<file path="config.mk">
export PLATFORM = sky130hd
export DESIGN_NAME = ps2_device_side_transceiver_flat
export DESIGN_NICKNAME = d
export VERILOG_FILES = /design/src/ps2dt_pkg.sv /design/src/ps2dt_if.sv /design/src/ps2_device_side_transceiver.sv /design/src/flat_wrapper.sv
export SDC_FILE = /design/constraint.sdc
export NUM_CORES = 1
export LEC_CHECK = 0
export BUFFER_PORTS_ARGS = -buffer_cell sky130_fd_sc_hd__buf_4
export CAP_MARGIN = 25
export CORE_ASPECT_RATIO = 1.4
export CORE_UTILIZATION = 35
export CTS_BUF_LIST = sky130_fd_sc_hd__clkbuf_8 sky130_fd_sc_hd__clkbuf_16
export CTS_CLUSTER_SIZE = 28
export DETAILED_ROUTE_END_ITERATION = 8
export GPL_TIMING_DRIVEN = 0
export HOLD_SLACK_MARGIN = 0.15
export PLACE_DENSITY = 0.58
export SLEW_MARGIN = 10
export SYNTH_ARGS = -nofsm -noshare
export SYNTH_HDL_FRONTEND = slang
export SYNTH_SLANG_ARGS = --single-unit
</file>
<file path="constraint.sdc">
create_clock -name clk -period 12.3 [get_ports clk]
set_input_delay 1.23 -clock clk [delete_from_list [all_inputs] [get_ports clk]]
set_output_delay 1.23 -clock clk [all_outputs]
set_load 0.02 [all_outputs]
</file>
<file path="src/ps2dt_pkg.sv">
// Shared constants and opcodes for the PS/2 device-side transceiver.
package ps2dt_pkg;

  // Default depth of the transmit queue.
  localparam int TX_QUEUE_DEPTH_DEF = 16;

  // Width of the queue count at the default depth.
  localparam int TX_COUNT_W_DEF = $clog2(TX_QUEUE_DEPTH_DEF + 1);

  // Request opcodes.
  localparam logic OP_TICK = 1'b0;
  localparam logic OP_PUSH = 1'b1;

endpackage

</file>
<file path="src/ps2dt_if.sv">
// Request and result channel interfaces of the PS/2 device-side transceiver.
interface ps2dt_req_if;
  logic       valid;
  logic       ready;
  logic       opcode;
  logic       clock_line;
  logic       data_line;
  logic [7:0] tx_byte;

  modport source (output valid, output opcode, output clock_line, output data_line,
                  output tx_byte, input ready);
  modport sink (input valid, input opcode, input clock_line, input data_line,
                input tx_byte, output ready);
endinterface

interface ps2dt_rsp_if import ps2dt_pkg::*; #(
  parameter int COUNT_W = TX_COUNT_W_DEF
);
  logic               valid;
  logic               ready;
  logic               clock_pull_low;
  logic               data_pull_low;
  logic               rx_valid;
  logic [7:0]         rx_data;
  logic               parity_error;
  logic [COUNT_W-1:0] tx_queue_count;
  logic               tx_dropped;

  modport source (output valid, output clock_pull_low, output data_pull_low,
                  output rx_valid, output rx_data, output parity_error,
                  output tx_queue_count, output tx_dropped, input ready);
  modport sink (input valid, input clock_pull_low, input data_pull_low,
                input rx_valid, input rx_data, input parity_error,
                input tx_queue_count, input tx_dropped, output ready);
endinterface

</file>
<file path="src/ps2_device_side_transceiver.sv">
// PS/2 device-side transceiver: line state machine, transmit queue and result register.
//
// Usage: the req channel carries one request per half-bit period (opcode tick) with
// the sampled clock and data line levels, or a push (opcode push) that appends
// tx_byte to the transmit queue. Every request produces exactly one result on the
// rsp channel: the clock and data pull-low drives, a received byte with rx_valid,
// a parity_error pulse, the queue count after the request and a tx_dropped pulse.
// An accepted request's result is registered and shows in the cycle after it is
// accepted. Throughput is one request per cycle while the receiver does not stall; the
// phase step and the queue access both finish between the request and the result
// register, and the head byte of the queue is held in a registered read of the queue memory.
// The result register is a single stage: req.ready is high while it is empty or
// being taken, so when the receiver stalls the block holds its result and takes
// no new request until rsp.ready returns.
// Reset puts the line machine in idle with both lines released and empties the
// queue; there is no clearing pass and requests are taken at the first cycle
// after reset.
module ps2_device_side_transceiver import ps2dt_pkg::*; #(
  parameter int TX_QUEUE_DEPTH = TX_QUEUE_DEPTH_DEF
) (
  input logic          clk,
  input logic          rst,
  ps2dt_req_if.sink    req,
  ps2dt_rsp_if.source  rsp
);

  localparam int AW = $clog2(TX_QUEUE_DEPTH);
  localparam int CW = $clog2(TX_QUEUE_DEPTH + 1);

  // Phase codes.
  localparam logic [4:0] PH_IDLE_START = 5'd0;
  localparam logic [4:0] PH_IDLE_WAIT  = 5'd1;
  localparam logic [4:0] PH_IDLE_READY = 5'd2;
  localparam logic [4:0] PH_RX_START   = 5'd3;
  localparam logic [4:0] PH_RX_D0      = 5'd5;
  localparam logic [4:0] PH_RX_D7      = 5'd12;
  localparam logic [4:0] PH_RX_PARITY  = 5'd13;
  localparam logic [4:0] PH_RX_STOP    = 5'd14;
  localparam logic [4:0] PH_RX_ACK     = 5'd15;
  localparam logic [4:0] PH_TX_START   = 5'd16;
  localparam logic [4:0] PH_TX_D7      = 5'd23;
  localparam logic [4:0] PH_TX_PARITY  = 5'd24;
  localparam logic [4:0] PH_TX_AFTER   = 5'd26;

  // Line machine state.
  logic [4:0]    phase, phase_next;
  logic          clk_released, clk_released_next;
  logic          clock_drive, clock_drive_next;
  logic          data_drive, data_drive_next;
  logic          bad_frame, bad_frame_next;
  logic [7:0]    receive_shift, receive_shift_next;
  logic [7:0]    send_shift, send_shift_next;
  logic          parity_acc, parity_acc_next;

  // Transmit queue.
  logic [7:0]    tx_mem [TX_QUEUE_DEPTH];
  logic [7:0]    head_data;
  logic [AW-1:0] queue_head, queue_head_next;
  logic [AW-1:0] queue_tail, queue_tail_next;
  logic [CW-1:0] queue_fill, queue_fill_next;
  logic          queue_wr;

  // Per-request pulses.
  logic          rx_now, perr_now, drop_now;
  logic [4:0]    ph;
  logic [7:0]    tx_bits;
  logic          tx_par;

  // Result register.
  logic          out_valid;
  logic          accept;

  assign req.ready = !out_valid || rsp.ready;
  assign accept    = req.valid && req.ready;

  function automatic logic [AW-1:0] wrap_inc(input logic [AW-1:0] idx);
    wrap_inc = (idx == AW'(TX_QUEUE_DEPTH - 1)) ? '0 : idx + AW'(1);
  endfunction

  // One step of the line machine or one queue push.
  always_comb begin
    phase_next         = phase;
    clk_released_next  = clk_released;
    clock_drive_next   = clock_drive;
    data_drive_next    = data_drive;
    bad_frame_next     = bad_frame;
    receive_shift_next = receive_shift;
    send_shift_next    = send_shift;
    parity_acc_next    = parity_acc;
    queue_head_next    = queue_head;
    queue_tail_next    = queue_tail;
    queue_fill_next    = queue_fill;
    queue_wr           = 1'b0;
    rx_now             = 1'b0;
    perr_now           = 1'b0;
    drop_now           = 1'b0;
    tx_bits            = send_shift;
    tx_par             = parity_acc;
    // A phase code with no meaning acts as idle start.
    ph = (phase > PH_TX_AFTER) ? PH_IDLE_START : phase;

    if (req.opcode == OP_PUSH) begin
      if (queue_fill == CW'(TX_QUEUE_DEPTH)) begin
        drop_now = 1'b1;
      end else begin
        queue_wr        = 1'b1;
        queue_tail_next = wrap_inc(queue_tail);
        queue_fill_next = queue_fill + CW'(1);
      end
    end else begin
      phase_next = ph;
      if (ph <= PH_IDLE_READY) begin
        // Idle: watch for a host request or start sending a queued byte.
        data_drive_next = 1'b0;
        if (!clk_released) begin
          clk_released_next = 1'b1;
          clock_drive_next  = 1'b0;
        end else if (!req.clock_line) begin
          phase_next = PH_IDLE_WAIT;
        end else if (ph == PH_IDLE_WAIT) begin
          phase_next = req.data_line ? PH_IDLE_READY : PH_RX_START;
        end else if (ph == PH_IDLE_READY) begin
          if (queue_fill != '0) begin
            data_drive_next = 1'b1;
            phase_next      = PH_TX_START;
          end
        end else begin
          phase_next = PH_IDLE_READY;
        end
      end else if (ph <= PH_RX_ACK) begin
        // Receive: clock in the host frame.
        if (!clk_released) begin
          clk_released_next = 1'b1;
          clock_drive_next  = 1'b0;
        end else if (!req.clock_line) begin
          data_drive_next = 1'b0;
          phase_next      = PH_IDLE_WAIT;
        end else if (ph == PH_RX_START) begin
          bad_frame_next = 1'b0;
          phase_next     = ph + 5'd1;
        end else if (ph == PH_RX_ACK) begin
          data_drive_next = 1'b0;
          phase_next      = PH_IDLE_START;
        end else begin
          if (ph == PH_RX_D0) begin
            receive_shift_next = {req.data_line, 7'd0};
            parity_acc_next    = req.data_line;
          end else if (ph > PH_RX_D0 && ph <= PH_RX_D7) begin
            receive_shift_next = {req.data_line, receive_shift[7:1]};
            parity_acc_next    = parity_acc ^ req.data_line;
          end else if (ph == PH_RX_PARITY) begin
            parity_acc_next = parity_acc ^ req.data_line;
            if (!parity_acc_next) begin
              bad_frame_next = 1'b1;
            end
          end else if (ph == PH_RX_STOP) begin
            if (!bad_frame) begin
              data_drive_next = 1'b1;
              rx_now          = 1'b1;
            end else begin
              perr_now = 1'b1;
            end
          end
          clock_drive_next  = 1'b1;
          clk_released_next = 1'b0;
          phase_next        = ph + 5'd1;
        end
      end else begin
        // Transmit: send the head byte with odd parity and a stop bit.
        if (clk_released) begin
          if (!req.clock_line) begin
            data_drive_next = 1'b0;
            phase_next      = PH_IDLE_WAIT;
          end else begin
            clk_released_next = 1'b0;
            clock_drive_next  = 1'b1;
          end
        end else begin
          clk_released_next = 1'b1;
          clock_drive_next  = 1'b0;
          if (ph == PH_TX_AFTER) begin
            phase_next = PH_IDLE_START;
          end else begin
            if (ph <= PH_TX_D7) begin
              if (ph == PH_TX_START) begin
                tx_bits = head_data;
                tx_par  = 1'b0;
              end
              data_drive_next = !tx_bits[0];
              parity_acc_next = tx_par ^ tx_bits[0];
              send_shift_next = {1'b0, tx_bits[7:1]};
            end else if (ph == PH_TX_PARITY) begin
              data_drive_next = parity_acc;
              if (queue_fill != '0) begin
                queue_fill_next = queue_fill - CW'(1);
                queue_head_next = wrap_inc(queue_head);
              end
            end else begin
              data_drive_next = 1'b0;
            end
            phase_next = ph + 5'd1;
          end
        end
      end
    end
  end

  // State registers.
  always_ff @(posedge clk) begin
    if (rst) begin
      phase         <= PH_IDLE_START;
      clk_released  <= 1'b1;
      clock_drive   <= 1'b0;
      data_drive    <= 1'b0;
      bad_frame     <= 1'b0;
      receive_shift <= 8'd0;
      send_shift    <= 8'd0;
      parity_acc    <= 1'b0;
      queue_head    <= '0;
      queue_tail    <= '0;
      queue_fill    <= '0;
    end else if (accept) begin
      phase         <= phase_next;
      clk_released  <= clk_released_next;
      clock_drive   <= clock_drive_next;
      data_drive    <= data_drive_next;
      bad_frame     <= bad_frame_next;
      receive_shift <= receive_shift_next;
      send_shift    <= send_shift_next;
      parity_acc    <= parity_acc_next;
      queue_head    <= queue_head_next;
      queue_tail    <= queue_tail_next;
      queue_fill    <= queue_fill_next;
    end
  end

  // Queue memory with a registered read of the entry at the next head.
  always_ff @(posedge clk) begin
    if (accept && queue_wr) begin
      tx_mem[queue_tail] <= req.tx_byte;
    end
    if (accept && queue_wr && (queue_tail == queue_head_next)) begin
      head_data <= req.tx_byte;
    end else if (accept) begin
      head_data <= tx_mem[queue_head_next];
    end else begin
      head_data <= tx_mem[queue_head];
    end
  end

  // Result register.
  always_ff @(posedge clk) begin
    if (rst) begin
      out_valid <= 1'b0;
    end else if (accept) begin
      out_valid <= 1'b1;
    end else if (rsp.ready) begin
      out_valid <= 1'b0;
    end
  end

  always_ff @(posedge clk) begin
    if (accept) begin
      rsp.clock_pull_low <= clock_drive_next;
      rsp.data_pull_low  <= data_drive_next;
      rsp.rx_valid       <= rx_now;
      rsp.rx_data        <= rx_now ? receive_shift_next : 8'd0;
      rsp.parity_error   <= perr_now;
      rsp.tx_queue_count <= queue_fill_next;
      rsp.tx_dropped     <= drop_now;
    end
  end

  assign rsp.valid = out_valid;

`ifndef ASSERT_OFF
  // A dropped push is only reported with a full queue.
  a_drop_full: assert property (@(posedge clk) disable iff (rst)
    out_valid && rsp.tx_dropped |-> rsp.tx_queue_count == CW'(TX_QUEUE_DEPTH))
    else $error("tx_dropped reported while the queue was not full");

  // A frame is either accepted or rejected, never both.
  a_rx_excl: assert property (@(posedge clk) disable iff (rst)
    out_valid |-> !(rsp.rx_valid && rsp.parity_error))
    else $error("rx_valid and parity_error set together");

  // A good byte is always acknowledged by pulling data low.
  a_rx_ack: assert property (@(posedge clk) disable iff (rst)
    out_valid && rsp.rx_valid |-> rsp.data_pull_low)
    else $error("received byte without acknowledge");

  // The fill count stays within the queue depth.
  a_fill_range: assert property (@(posedge clk) disable iff (rst)
    queue_fill <= CW'(TX_QUEUE_DEPTH))
    else $error("queue fill count exceeds depth");

  // Every accepted request leaves a result in the register.
  a_result: assert property (@(posedge clk) disable iff (rst)
    accept |=> out_valid)
    else $error("accepted request produced no result");
`endif

endmodule

</file>
<file path="src/flat_wrapper.sv">
// flat-port wrapper written by rule: the top's interface ports become plain ports
module ps2_device_side_transceiver_flat import ps2dt_pkg::*;
#(
  parameter int TX_QUEUE_DEPTH = TX_QUEUE_DEPTH_DEF
)
  (clk, rst, req_valid, req_opcode, req_clock_line, req_data_line, req_tx_byte, req_ready, rsp_valid, rsp_clock_pull_low, rsp_data_pull_low, rsp_rx_valid, rsp_rx_data, rsp_parity_error, rsp_tx_queue_count, rsp_tx_dropped, rsp_ready);
  ps2dt_req_if req_i ();
  ps2dt_rsp_if rsp_i ();
  input logic clk;
  input logic rst;
  input wire logic [$bits(req_i.valid)-1:0] req_valid;
  input wire logic [$bits(req_i.opcode)-1:0] req_opcode;
  input wire logic [$bits(req_i.clock_line)-1:0] req_clock_line;
  input wire logic [$bits(req_i.data_line)-1:0] req_data_line;
  input wire logic [$bits(req_i.tx_byte)-1:0] req_tx_byte;
  output wire logic [$bits(req_i.ready)-1:0] req_ready;
  output wire logic [$bits(rsp_i.valid)-1:0] rsp_valid;
  output wire logic [$bits(rsp_i.clock_pull_low)-1:0] rsp_clock_pull_low;
  output wire logic [$bits(rsp_i.data_pull_low)-1:0] rsp_data_pull_low;
  output wire logic [$bits(rsp_i.rx_valid)-1:0] rsp_rx_valid;
  output wire logic [$bits(rsp_i.rx_data)-1:0] rsp_rx_data;
  output wire logic [$bits(rsp_i.parity_error)-1:0] rsp_parity_error;
  output wire logic [$bits(rsp_i.tx_queue_count)-1:0] rsp_tx_queue_count;
  output wire logic [$bits(rsp_i.tx_dropped)-1:0] rsp_tx_dropped;
  input wire logic [$bits(rsp_i.ready)-1:0] rsp_ready;
  assign req_i.valid = req_valid;
  assign req_i.opcode = req_opcode;
  assign req_i.clock_line = req_clock_line;
  assign req_i.data_line = req_data_line;
  assign req_i.tx_byte = req_tx_byte;
  assign req_ready = req_i.ready;
  assign rsp_valid = rsp_i.valid;
  assign rsp_clock_pull_low = rsp_i.clock_pull_low;
  assign rsp_data_pull_low = rsp_i.data_pull_low;
  assign rsp_rx_valid = rsp_i.rx_valid;
  assign rsp_rx_data = rsp_i.rx_data;
  assign rsp_parity_error = rsp_i.parity_error;
  assign rsp_tx_queue_count = rsp_i.tx_queue_count;
  assign rsp_tx_dropped = rsp_i.tx_dropped;
  assign rsp_i.ready = rsp_ready;
  ps2_device_side_transceiver #(.TX_QUEUE_DEPTH(TX_QUEUE_DEPTH)) u_core (.clk(clk), .rst(rst), .req(req_i), .rsp(rsp_i));
endmodule
</file>
==> flow_summary_export.csv, run 1 <==
group,metric,value,unit
sta,slew_viol_final,0,
clock_network,clk_pin_slew_worst_paths,0.08,ns
worst_setup_path,timing.critical_path.slowest_stage_cell,"o21ai_0",
finish,fill_cells,2820,
die,die_w,148,µm
worst_setup_path,timing.reg2reg.worst_path_depth,16,
clock_network,clock_sinks,197,
drt,detailedRoute.firstPassIterationCount,5,
sta,finalClockSkew,0.0134,ns
worst_setup_path,critical_path_type,"reg2reg",
pwr,leakage,3.87,nW
worst_hold_path,hold_path_class,"reg2reg",
global_route,grt_pass1_wl,49700,µm
synth,post_synthesis_area_per_instance,11.3,µm²
worst_setup_path,timing.critical_path.required,12.61,ns
pwr,report.power.total,0.00141,W
finish,post-route-util,40.4,%
drt,drc_errors,0,
placed_design,port_buffers,32,
pwr,vdd_ir_drop_max,0.0000904,V
die,initial_utilization,35.8,%
sta,highest_clock_frequency_the_design_can_meet,0.176,GHz
sta,slew-limit-headroom,29.8,%
worst_setup_path,end_kind,"register",
sta,final.min_clock_period,5.68,ns
drt,detailroute.wirelength.met3,1730,µm
drt,viasPerCell,5.87,
sta,worstMarginPinSlew,1.05,ns
drt,initialDrtViolationCount,746,
die,dieArea,0.0307,mm²
pwr,power_frac_seq,51.8,%
synth,register_bit_count_reported_by_yosys,197,
synth,ys_dominant_reg_cell,"edfxtp_1",
pwr,cellPowerDensity,119,mW/mm²
worst_setup_path,crit_fanout,10,
die,core_area,0.0294,mm²
placed_design,place_inst,1346,
worst_setup_path,max_stage_delay,0.54,ns
clock_network,max-clock-path-buffers,2,
die,die_y,207,µm
pwr,switching_share,25.2,%
worst_setup_path,start_kind,"register",
synth,synth_seq_area_share,51.5,%
synth,synth_largest_area_cell,"edfxtp_1",
synth,synthesis.nets,958,
drt,highest-signal-layer,"met4",
clock_network,cts_tree,"built",
synth,distinct_cell_type_count_after_synthesis,72,
pwr,power_report.internal_total,0.00106,W
finish,antennaDiodeCount,0,
job,max_cap_violations,0,
placed_design,post-dp-hpwl,24400,µm
global_route,initial_antenna_violation_count,0,
pwr,clock_power_share,38.9,%
drt,detailroute.wirelength.met2,17300,µm
global_route,gr-total-overflow,0,
global_route,first_global_vias,7786,
worst_setup_path,worst_ep_arrival_time,5.99,ns
die,placement_rows,74,
synth,postSynthCellCount,928,
drt,drt-total-wl,33300,µm
global_route,grt_max_degree,28,
global_route,grtUsageTotal,22.6,%
sta,setup_viol,0,
synth,yosysWarnings,0,
sta,timing.hold.ws,0.460,ns
finish,area_growth,12.9,%
finish,fin_cells,1379,
drt,dr_total_vias,8100,
finish,final_nets,1017,
synth,netlist.area_leader.share,41.8,%
clock_network,cts_buffers,17,
worst_setup_path,crit_chain,"clkbuf_1 -> a21oi_2 -> o21ai_0 -> inv_1 -> ha_1 -> and2_1 -> ha_1 -> nor3_2 -> buf_2 -> nand3_1 -> nand2_1 -> buf_2 -> mux2_2 -> a211oi_1 -> nand3_1 -> a22o_1",
sta,final.setup.tns,0,ns
sta,min_period_over_period,46.2,%
finish,fraction_of_layout_instances_using_a_drive_strength_above_1,15.3,%
worst_hold_path,timing.hold.worst_path_depth,2,
die,boundaryPins,35,
run_status,status,"finished clean",
drt,route.detailed.wl_per_inst,24.2,µm
clock_network,cts.repair_timing.setup_buffer_count,0,
drt,drt.antenna.violating_nets,0,
drt,wirelength_met1,12600,µm
pwr,comb_power_share,9.3,%
placed_design,place_congestion,0.963,
clock_network,clk_latency,0.45,ns
clock_network,htreeDepth,4,
synth,ys_async_sr_fraction,0,%
clock_network,cts-hold-fix-buffers,0,
clock_network,cts_repair_resize_count,0,
pwr,switching_power,0.000356,W
sta,finalHoldViolCount,0,
synth,number_of_synthesized_flops_with_an_enable_pin,146,
synth,synthTopCellsByArea,"edfxtp_1 42%, dfxtp_1 9.7%, mux4_2 8.6%, nand2_1 3.0%, nor2_1 2.9%",
sta,grt_setup_unrepaired,"no",
clock_network,cts_root_buffer,"clkbuf_16",
synth,post_synth_instance_area,0.0105,mm²
## worst paths after layout
kind,startpoint,endpoint,slack [ns]
max reg2reg,u_core.phase[2]$_SDFFE_PP0P_,u_core.head_data[2]$_DFF_P_,6.62
min,u_core.clock_drive$_SDFFE_PP0P_,u_core.clock_drive$_SDFFE_PP0P_,0.46
min reg2reg,u_core.clock_drive$_SDFFE_PP0P_,u_core.clock_drive$_SDFFE_PP0P_,0.46
max,u_core.phase[2]$_SDFFE_PP0P_,u_core.head_data[2]$_DFF_P_,6.62
## sequential cells by signal, summed over array words and instances (netlist names), named ones only
| register | flops |
|---|---|
| u_core.bad_frame | 1 |
| u_core.clk_released | 1 |
| u_core.clock_drive | 1 |
| u_core.data_drive | 1 |
| u_core.head_data | 8 |
| u_core.parity_acc | 1 |
| u_core.phase | 5 |
| u_core.queue_fill | 5 |
| u_core.queue_head | 4 |
| u_core.queue_tail | 4 |
| u_core.receive_shift | 8 |
| u_core.rsp.clock_pull_low | 1 |
| u_core.rsp.data_pull_low | 1 |
| u_core.rsp.parity_error | 1 |
| u_core.rsp.rx_data | 8 |
| u_core.rsp.rx_valid | 1 |
| u_core.rsp.tx_dropped | 1 |
| u_core.rsp.tx_queue_count | 5 |
| u_core.rsp.valid | 1 |
| u_core.send_shift | 7 |
| u_core.tx_mem | 128 |
## placed cells by master, fill, tap and decap left out, types with 20 or more instances in the layout
master	Yosys	layout
edfxtp_1	146	146
nand2_1	85	85
nor2_1	81	81
dfxtp_1	51	51
clkbuf_1	46	45
a21oi_1	43	43
nand2b_1	40	40
mux4_2	40	40
buf_4	1	35
a211oi_1	35	35
nand3_1	34	34
a22oi_1	32	32
o21ai_0	25	25
mux2i_1	21	21
inv_1	19	20
## layer usage
metal | up-vias | GRT usage, %
li1 | 3693 | -
met1 | 4008 | 25.5
met2 | 337 | 41.0
met3 | 62 | 3.21
met4 | 0 | 12.5
met5 | - | 0
## layout make-up
cell class | instances | area, µm² | share of cell area, %
Clock inverter | 14 | 141 | 1.19
Buffer | 65 | 262 | 2.21
Clock buffer | 17 | 425 | 3.59
Sequential cell | 197 | 5410 | 45.6
Tap cell | 380 | 475 | 4.01
Inverter | 20 | 75.1 | 0.634
Multi-Input combinational cell | 646 | 4770 | 40.3
Timing Repair Buffer | 40 | 290 | 2.45
## per-stage QoR
step | setup WS (ns) | area, µm²
after detailed placement | 6.68 | 11300
after CTS | 6.66 | 11800
final | 6.62 | 11800
after global placement | 6.69 | 11200
after global routing | 6.25 | 11800
after floorplan | 8.16 | 10500
## power by group through the flow
| stage | logic, W | registers (W) | clock network [W] |
|---|---|---|---|
| 3_3_place_gp | 0.000130 | 0.000746 | 0 |
| 5_1_grt | 0.000141 | 0.000732 | 0.000585 |
| 2_1_floorplan | 0.0000765 | 0.000748 | 0 |
| 4_1_cts | 0.000131 | 0.000731 | 0.000559 |
| 6_report | 0.000132 | 0.000731 | 0.000549 |
| 3_5_place_dp | 0.000131 | 0.000746 | 0 |
## critical path, delay by kind of cell, from the launching register on
kind	cells	cell delay, ns
adders and majority gates	2	0.65
muxes	1	0.43
AOI/OAI and AO/OA	4	1.21
buffers and inverters	4	1.22
and+or+nand+nor	5	1.67
DFF	1	0.34
## kinds of logic (layout without fill, tap and decap cells)
family,count (synthesis),count (layout),share of synthesized area [%]
DFF,197,197,51.5
AOI/OAI and AO/OA,229,229,15.2
xor gates and xnor gates,13,13,1.08
muxes,77,77,12.3
buffers and inverters,85,156,3.19
and+or+nand+nor,311,311,14.8
adders and majority gates,16,16,1.88
## cell usage after synthesis, drive strengths merged (4+ instances only)
| master | number |
|---|---|
| o22ai | 18 |
| edfxtp | 146 |
| clkbuf | 46 |
| mux2 | 16 |
| nand4b | 4 |
| nand2b | 40 |
| nor2 | 82 |
| o21ai | 27 |
| mux2i | 21 |
| xnor2 | 9 |
| nand2 | 86 |
| ha | 15 |
| and3 | 4 |
| nor3 | 20 |
| buf | 19 |
| nand4 | 5 |
| a21oi | 45 |
| dfxtp | 51 |
| and2 | 10 |
| nand3 | 34 |
| o221ai | 8 |
| nor4 | 5 |
| a31oi | 5 |
| or3 | 4 |
| a22oi | 32 |
| xor2 | 4 |
| inv | 19 |
| mux4 | 40 |
| o211ai | 5 |
| a22o | 8 |
| a211oi | 35 |
| a21o | 12 |
| a221o | 7 |
No activity file was read; power rests on OpenSTA's default activity.
==> run 2: changes to the inputs <==
Settings changed: ABC_AREA set to 1.
Clock period 12.3 ns to 5.9 ns, I/O delays scaled along.
==> run 2 against run 1 <==
Effect of this change:
- first-iteration DRC count up 22%
- critical path depth up 5
- non-clock buffer count down 4
- area after synthesis up 0.94%
- critical path type unchanged
- largest cell class unchanged
==> flow_summary_export.csv, run 2 <==
group,metric,value,unit
sta,highest_clock_frequency_the_design_can_meet,0.246,GHz
synth,distinct_cell_type_count_after_synthesis,44,
worst_setup_path,crit_path_from,"u_core.phase[4]$_SDFFE_PP0P_",
synth,ys_dominant_reg_cell,"edfxtp_1",
die,die_w,149,µm
run_status,status,"finished clean",
synth,post-synth-top-count-cell,"nand2_1",
drt,initialDrtViolationCount,907,
worst_hold_path,timing.hold.worst_path_depth,2,
worst_setup_path,crit_fanout,10,
pwr,switching_power,0.000948,W
worst_setup_path,worst_ep_arrival_time,4.47,ns
worst_setup_path,timing.reg2reg.worst_path_depth,21,
job,max_cap_violations,0,
worst_setup_path,timing.critical_path.slowest_stage_cell,"dfxtp_1",
sta,final.min_clock_period,4.07,ns
clock_network,cts_repair_resize_count,0,
finish,largest_register,"u_core.tx_mem",
drt,route.detailed.wl_per_inst,22.2,µm
worst_hold_path,hold_path_class,"in2reg",
global_route,first_global_vias,9299,
die,boundaryPins,35,
sta,finalClockSkew,0.0185,ns
drt,drt-total-wl,38000,µm
placed_design,place_congestion,1.01,
pwr,leakage,4.68,nW
clock_network,max-clock-path-buffers,2,
die,placement_rows,75,
placed_design,place_inst,1676,
worst_setup_path,start_kind,"register",
synth,post_synth_instance_area,0.0106,mm²
die,core_area,0.0298,mm²
placed_design,port_buffers,33,
pwr,comb_power_share,15.8,%
synth,postSynthCellCount,1257,
sta,min_period_over_period,69.0,%
clock_network,cts_tree,"built",
synth,register_bit_count_reported_by_yosys,197,
worst_hold_path,hold_path.startpoint,"rst",
drt,drc_errors,0,
finish,post-route-util,39.9,%
finish,layout_common_cells,"240 x nand2_1, 160 x nand3_1, 146 x edfxtp_1",
die,dieArea,0.0310,mm²
clock_network,clock_sinks,197,
worst_setup_path,r2r_path_start,"u_core.phase[4]$_SDFFE_PP0P_",
synth,synthTopCellsByArea,"edfxtp_1 41%, dfxtp_1 9.6%, nand2_1 8.5%, nand3_1 7.6%, o21ai_0 5.3%",
synth,synthesis.nets,1287,
synth,netlist.area_leader.share,41.4,%
global_route,grtUsageTotal,25.4,%
global_route,initial_antenna_violation_count,0,
sta,timing.hold.ws,0.334,ns
drt,dr_total_vias,9347,
clock_network,cts.repair_timing.setup_buffer_count,0,
pwr,switching_share,29.4,%
sta,slew-limit-headroom,32.6,%
clock_network,htreeDepth,4,
worst_setup_path,crit_chain,"nand2_1 -> inv_2 -> nand2_2 -> nand2_1 -> inv_1 -> ha_1 -> inv_1 -> nor2_1 -> ha_1 -> a21oi_4 -> nand3_2 -> nand2_1 -> nand2_2 -> inv_2 -> buf_2 -> nand3_1 -> nand3_1 -> nand3_1 -> nand3_1 -> nand2_1 -> nand2_1",
sta,slew_viol_final,0,
finish,fraction_of_layout_instances_using_a_drive_strength_above_1,9.30,%
sta,worstMarginPinSlew,1.01,ns
finish,largest_reg_flops,128,
sta,setup_viol,0,
die,initial_utilization,35.5,%
synth,post_synthesis_area_per_instance,8.43,µm²
clock_network,cts_root_buffer,"clkbuf_16",
pwr,cellPowerDensity,271,mW/mm²
finish,fill_cells,3081,
synth,synth_seq_area_share,51.0,%
synth,ys_async_sr_fraction,0,%
drt,drt.antenna.violating_nets,0,
global_route,grt_pass1_wl,57000,µm
finish,antennaDiodeCount,0,
synth,netlist_top_cells_count,"240 x nand2_1, 160 x nand3_1, 146 x edfxtp_1",
clock_network,clk_pin_slew_worst_paths,0.07,ns
worst_setup_path,cp_common_cell,"nand2_1",
sta,final.setup.tns,0,ns
finish,fin_cells,1708,
clock_network,cts_buffers,17,
synth,number_of_synthesized_flops_with_an_enable_pin,146,
drt,viasPerCell,5.47,
placed_design,dpl_cell_area,0.0113,mm²
pwr,clock_power_share,36.1,%
worst_setup_path,timing.critical_path.required,6.30,ns
synth,yosysWarnings,0,
worst_setup_path,critical_path_type,"reg2reg",
synth,synth_largest_area_cell,"edfxtp_1",
global_route,grt_max_degree,28,
die,die_y,208,µm
finish,final_nets,1340,
clock_network,clk_latency,0.46,ns
global_route,gr-total-overflow,0,
drt,detailedRoute.firstPassIterationCount,8,
finish,area_growth,12.4,%
pwr,power_report.internal_total,0.00228,W
sta,grt_setup_unrepaired,"no",
finish,layout.cells.most_common,"nand2_1",
placed_design,post-dp-hpwl,28500,µm
clock_network,cts-hold-fix-buffers,0,
pwr,vdd_ir_drop_max,0.000181,V
finish,final_design_area_no_fill,0.0119,mm²
sta,finalHoldViolCount,0,
pwr,power_frac_seq,48.1,%
worst_setup_path,end_kind,"register",
worst_setup_path,max_stage_delay,0.49,ns
-- run 2: path summary, 6_finish.rpt --
| kind | endpoint | slack [ns] |
|---|---|---|
| worst min register to register | u_core.send_shift[1]$_SDFFE_PP0P_ | 0.46 |
| worst min-delay path | u_core.queue_tail[3]$_SDFFE_PP0P_ | 0.33 |
| worst max register to register | u_core.head_data[2]$_DFF_P_ | 1.83 |
| worst max-delay path | u_core.head_data[2]$_DFF_P_ | 1.83 |
-- run 2: cell families after synthesis --
kind of cell             share of synthesized area [%]
AO/OA/AOI/OAI                                     13.7
XOR/XNOR                                         0.579
adder cells (fa/ha/maj)                           1.77
buffers and inverters                             8.31
flip-flops                                        51.0
multiplexers                                     0.756
AND/OR/NAND/NOR                                   23.9
-- run 2: worst max-delay path: cells and delay by family (launching register included) --
family	cells	cell delay, ns
AND/OR/NAND/NOR	13	1.94
buffers and inverters	5	0.80
flip-flops	1	0.49
adder cells (fa/ha/maj)	2	0.47
AO/OA/AOI/OAI	1	0.29
-- run 2: through the flow --
step,total power (W),setup WS (ns)
detailed placement,0.00209,1.92
global route,0.00333,1.69
finish,0.00323,1.83
floorplan,0.00188,3.18
global placement,0.00208,1.95
CTS,0.00324,1.90
-- run 2: metal layers --
metal / vias up / wire [µm] / track usage, %
met2: 391 / 19400 / 44.7
met5: - / 0 / 0
met3: 105 / 1680 / 2.81
li1: 4425 / - / -
met1: 4426 / 14400 / 28.1
met4: 0 / 2550 / 17.9
-- run 2: layout make-up --
type / count / area [µm²] / share of cell area [%]
Multi-Input combinational cell: 838 / 4310 / 36.2
Clock buffer: 20 / 489 / 4.11
Buffer: 67 / 300 / 2.52
Sequential cell: 197 / 5410 / 45.4
Tap cell: 385 / 482 / 4.04
Inverter: 155 / 582 / 4.89
Clock inverter: 12 / 86.3 / 0.725
Timing Repair Buffer: 34 / 255 / 2.14
-- run 2: power by group through the flow --
| stage | Clock [W] | Combinational [W] | Sequential, W |
|---|---|---|---|
| 2_1_floorplan | 0 | 0.000295 | 0.00159 |
| 3_3_place_gp | 0 | 0.000501 | 0.00158 |
| 3_5_place_dp | 0 | 0.000502 | 0.00158 |
| 4_1_cts | 0.00118 | 0.000504 | 0.00155 |
| 5_1_grt | 0.00122 | 0.000553 | 0.00156 |
| 6_report | 0.00116 | 0.000511 | 0.00155 |
==> run 3: changes to the inputs <==
Clock period 5.9 ns to 4 ns, I/O delays scaled along.
==> run 3 against run 2 <==
Effect of this change:
- clock skew increased by 0.0012 ns
- maximum frequency rose by 6.1%
- critical path depth unchanged
- first-iteration DRC count shrank 1.9%
- critical path type unchanged
- largest power group unchanged
==> flow_summary_export.csv, run 3 (same netlist as run 2, synthesis figures left out) <==
group,metric,value,unit
worst_setup_path,start_kind,"register",
global_route,initial_antenna_violation_count,0,
clock_network,cts_buffers,17,
global_route,gr-total-overflow,0,
sta,slew_viol_final,0,
drt,drt-total-wl,38000,µm
global_route,grtUsageTotal,25.4,%
clock_network,cts_tree,"built",
worst_setup_path,critical_path_type,"reg2reg",
drt,dr_total_vias,9370,
sta,highest_clock_frequency_the_design_can_meet,0.261,GHz
sta,finalHoldViolCount,0,
worst_setup_path,timing.reg2reg.worst_path_depth,21,
clock_network,htreeDepth,4,
drt,drt.antenna.violating_nets,0,
worst_setup_path,crit_path_from,"u_core.phase[1]$_SDFFE_PP0P_",
sta,final.setup.tns,0,ns
sta,grt_setup_unrepaired,"no",
finish,layout.cells.most_common,"nand2_1",
clock_network,clock_sinks,197,
worst_setup_path,max_stage_delay,0.44,ns
global_route,grt_util_met2,44.7,%
clock_network,clk_latency,0.46,ns
global_route,grt_pass1_wl,57000,µm
worst_setup_path,crit_chain,"nand2_2 -> nand2_1 -> nand2_2 -> nand2_1 -> inv_1 -> ha_1 -> inv_1 -> nor2_1 -> ha_1 -> a21oi_4 -> nand3_2 -> nand2_2 -> buf_4 -> clkbuf_4 -> nand3b_1 -> nand3_1 -> nand3_1 -> nand3_1 -> nand3_1 -> nand2_1 -> nand2_1",
worst_setup_path,timing.critical_path.required,4.34,ns
worst_hold_path,hold_path_class,"in2reg",
drt,drc_errors,0,
pwr,vdd_ir_drop_max,0.000265,V
clock_network,cts_root_buffer,"clkbuf_16",
worst_setup_path,timing.rr.end,"u_core.head_data[2]$_DFF_P_",
global_route,grt_met1_use,28.1,%
sta,worstMarginPinSlew,0.990,ns
drt,route.detailed.wl_per_inst,22.2,µm
global_route,grt.busiest_layer,"met2",
worst_setup_path,end_kind,"register",
finish,largest_reg_flops,128,
finish,layout_common_cells,"240 x nand2_1, 160 x nand3_1, 146 x edfxtp_1",
placed_design,dpl_cell_area,0.0113,mm²
clock_network,max-clock-path-buffers,2,
finish,antennaDiodeCount,0,
placed_design,port_buffers,33,
sta,min_period_over_period,95.9,%
finish,fraction_of_layout_instances_using_a_drive_strength_above_1,9.94,%
die,dieArea,0.0310,mm²
worst_setup_path,timing.critical_path.slowest_stage_cell,"dfxtp_1",
worst_setup_path,reg2reg_setup_slack,0.16,ns
global_route,first_global_vias,9308,
finish,largest_register,"u_core.tx_mem",
sta,finalClockSkew,0.0197,ns
finish,final_nets,1345,
die,die_y,208,µm
run_status,status,"finished clean",
drt,viasPerCell,5.47,
finish,final_design_area_no_fill,0.0120,mm²
worst_setup_path,crit_end,"u_core.head_data[2]$_DFF_P_",
pwr,leakage,4.73,nW
global_route,grtUsageMet3,2.84,%
global_route,grt_max_degree,28,
die,placement_rows,75,
placed_design,post-dp-hpwl,28500,µm
placed_design,place_congestion,1.01,
die,die_w,149,µm
drt,detailedRoute.firstPassIterationCount,8,
drt,initialDrtViolationCount,890,
sta,setup_viol,0,
worst_setup_path,worst_ep_arrival_time,4.18,ns
pwr,report.power.total,0.00477,W
die,core_area,0.0298,mm²
clock_network,clk_pin_slew_worst_paths,0.07,ns
die,initial_utilization,35.5,%
pwr,cellPowerDensity,398,mW/mm²
worst_setup_path,crit_fanout,10,
sta,slew-limit-headroom,33.8,%
sta,final.min_clock_period,3.84,ns
worst_setup_path,r2r_path_start,"u_core.phase[1]$_SDFFE_PP0P_",
finish,area_growth,13.1,%
job,max_cap_violations,0,
die,boundaryPins,35,
-- run 3: changes by cell type in the layout (fill, tap and decap cells not counted), moves of 2 or more --
cell	change
buf_4	+5
clkbuf_2	+3
clkbuf_1	-2
dfxtp_2	+2
dfxtp_1	-2
buf_2	-6
clkbuf_4	+5
-- run 3: stage by stage --
stage                     utilization (%)  hold slack, ns  instances  setup slack [ns]
final                                40.2           0.244       1713             0.163
after global routing                 40.2           0.257       1713            0.0240
after CTS                            39.9           0.221       1709            0.0209
after detailed placement             38.0           0.457       1676            0.0241
after global placement               37.9           0.452       1675            0.0531
after floorplan                         -           0.443       1257              1.28
-- run 3: final cells by class --
class	instances	area, µm²
Buffer	67	319
Timing Repair Buffer	39	295
Sequential cell	197	5410
Fill cell	3071	17900
Multi-Input combinational cell	838	4320
Clock inverter	12	86.3
Inverter	155	584
Clock buffer	20	489
Tap cell	385	482
-- run 3: power breakdown --
part	internal [W]	switching [W]
clock	0.000894	0.000822
combinational	0.000220	0.000543
sequential	0.00226	0.0000342
-- run 3: how the worst min path moves through the flow --
stage | startpoint | end | cells after the start
finish | rsp_ready | u_core.rsp.valid$_SDFFE_PP0P_ | 4
global route | rsp_ready | u_core.rsp.valid$_SDFFE_PP0P_ | 4
CTS | rsp_ready | u_core.rsp.valid$_SDFFE_PP0P_ | 4
detailed placement | u_core.head_data[2]$_DFF_P_ | u_core.send_shift[1]$_SDFFE_PP0P_ | 2
global placement | u_core.head_data[7]$_DFF_P_ | u_core.send_shift[6]$_SDFFE_PP0P_ | 2
floorplan | u_core.head_data[7]$_DFF_P_ | u_core.send_shift[6]$_SDFFE_PP0P_ | 2
-- run 3: timing repair --
action / 4_1_cts / 5_1_grt
hold buffers: 1 / 0
resized for setup: 1 / 15
endpoints found under the setup margin: 1 / 8
endpoints found under the hold margin: 1 / 0
setup buffers: 0 / 4
-- run 3: worst max-delay path: cells and delay by family (launching register included) --
kind	cells	cell delay, ns
AO/OA/AOI/OAI	1	0.23
adder cells (fa/ha/maj)	2	0.47
AND/OR/NAND/NOR	14	1.84
buffers and inverters	4	0.70
flip-flops	1	0.44
-- run 3: layer usage --
metal / routed length [µm] / up-vias / share of wire (%)
met2: 19300 / 396 / 51
met4: 2600 / 0 / 6.8
li1: - / 4433 / -
met3: 1890 / 118 / 5.0
met5: 0 / - / 0
met1: 14200 / 4423 / 37
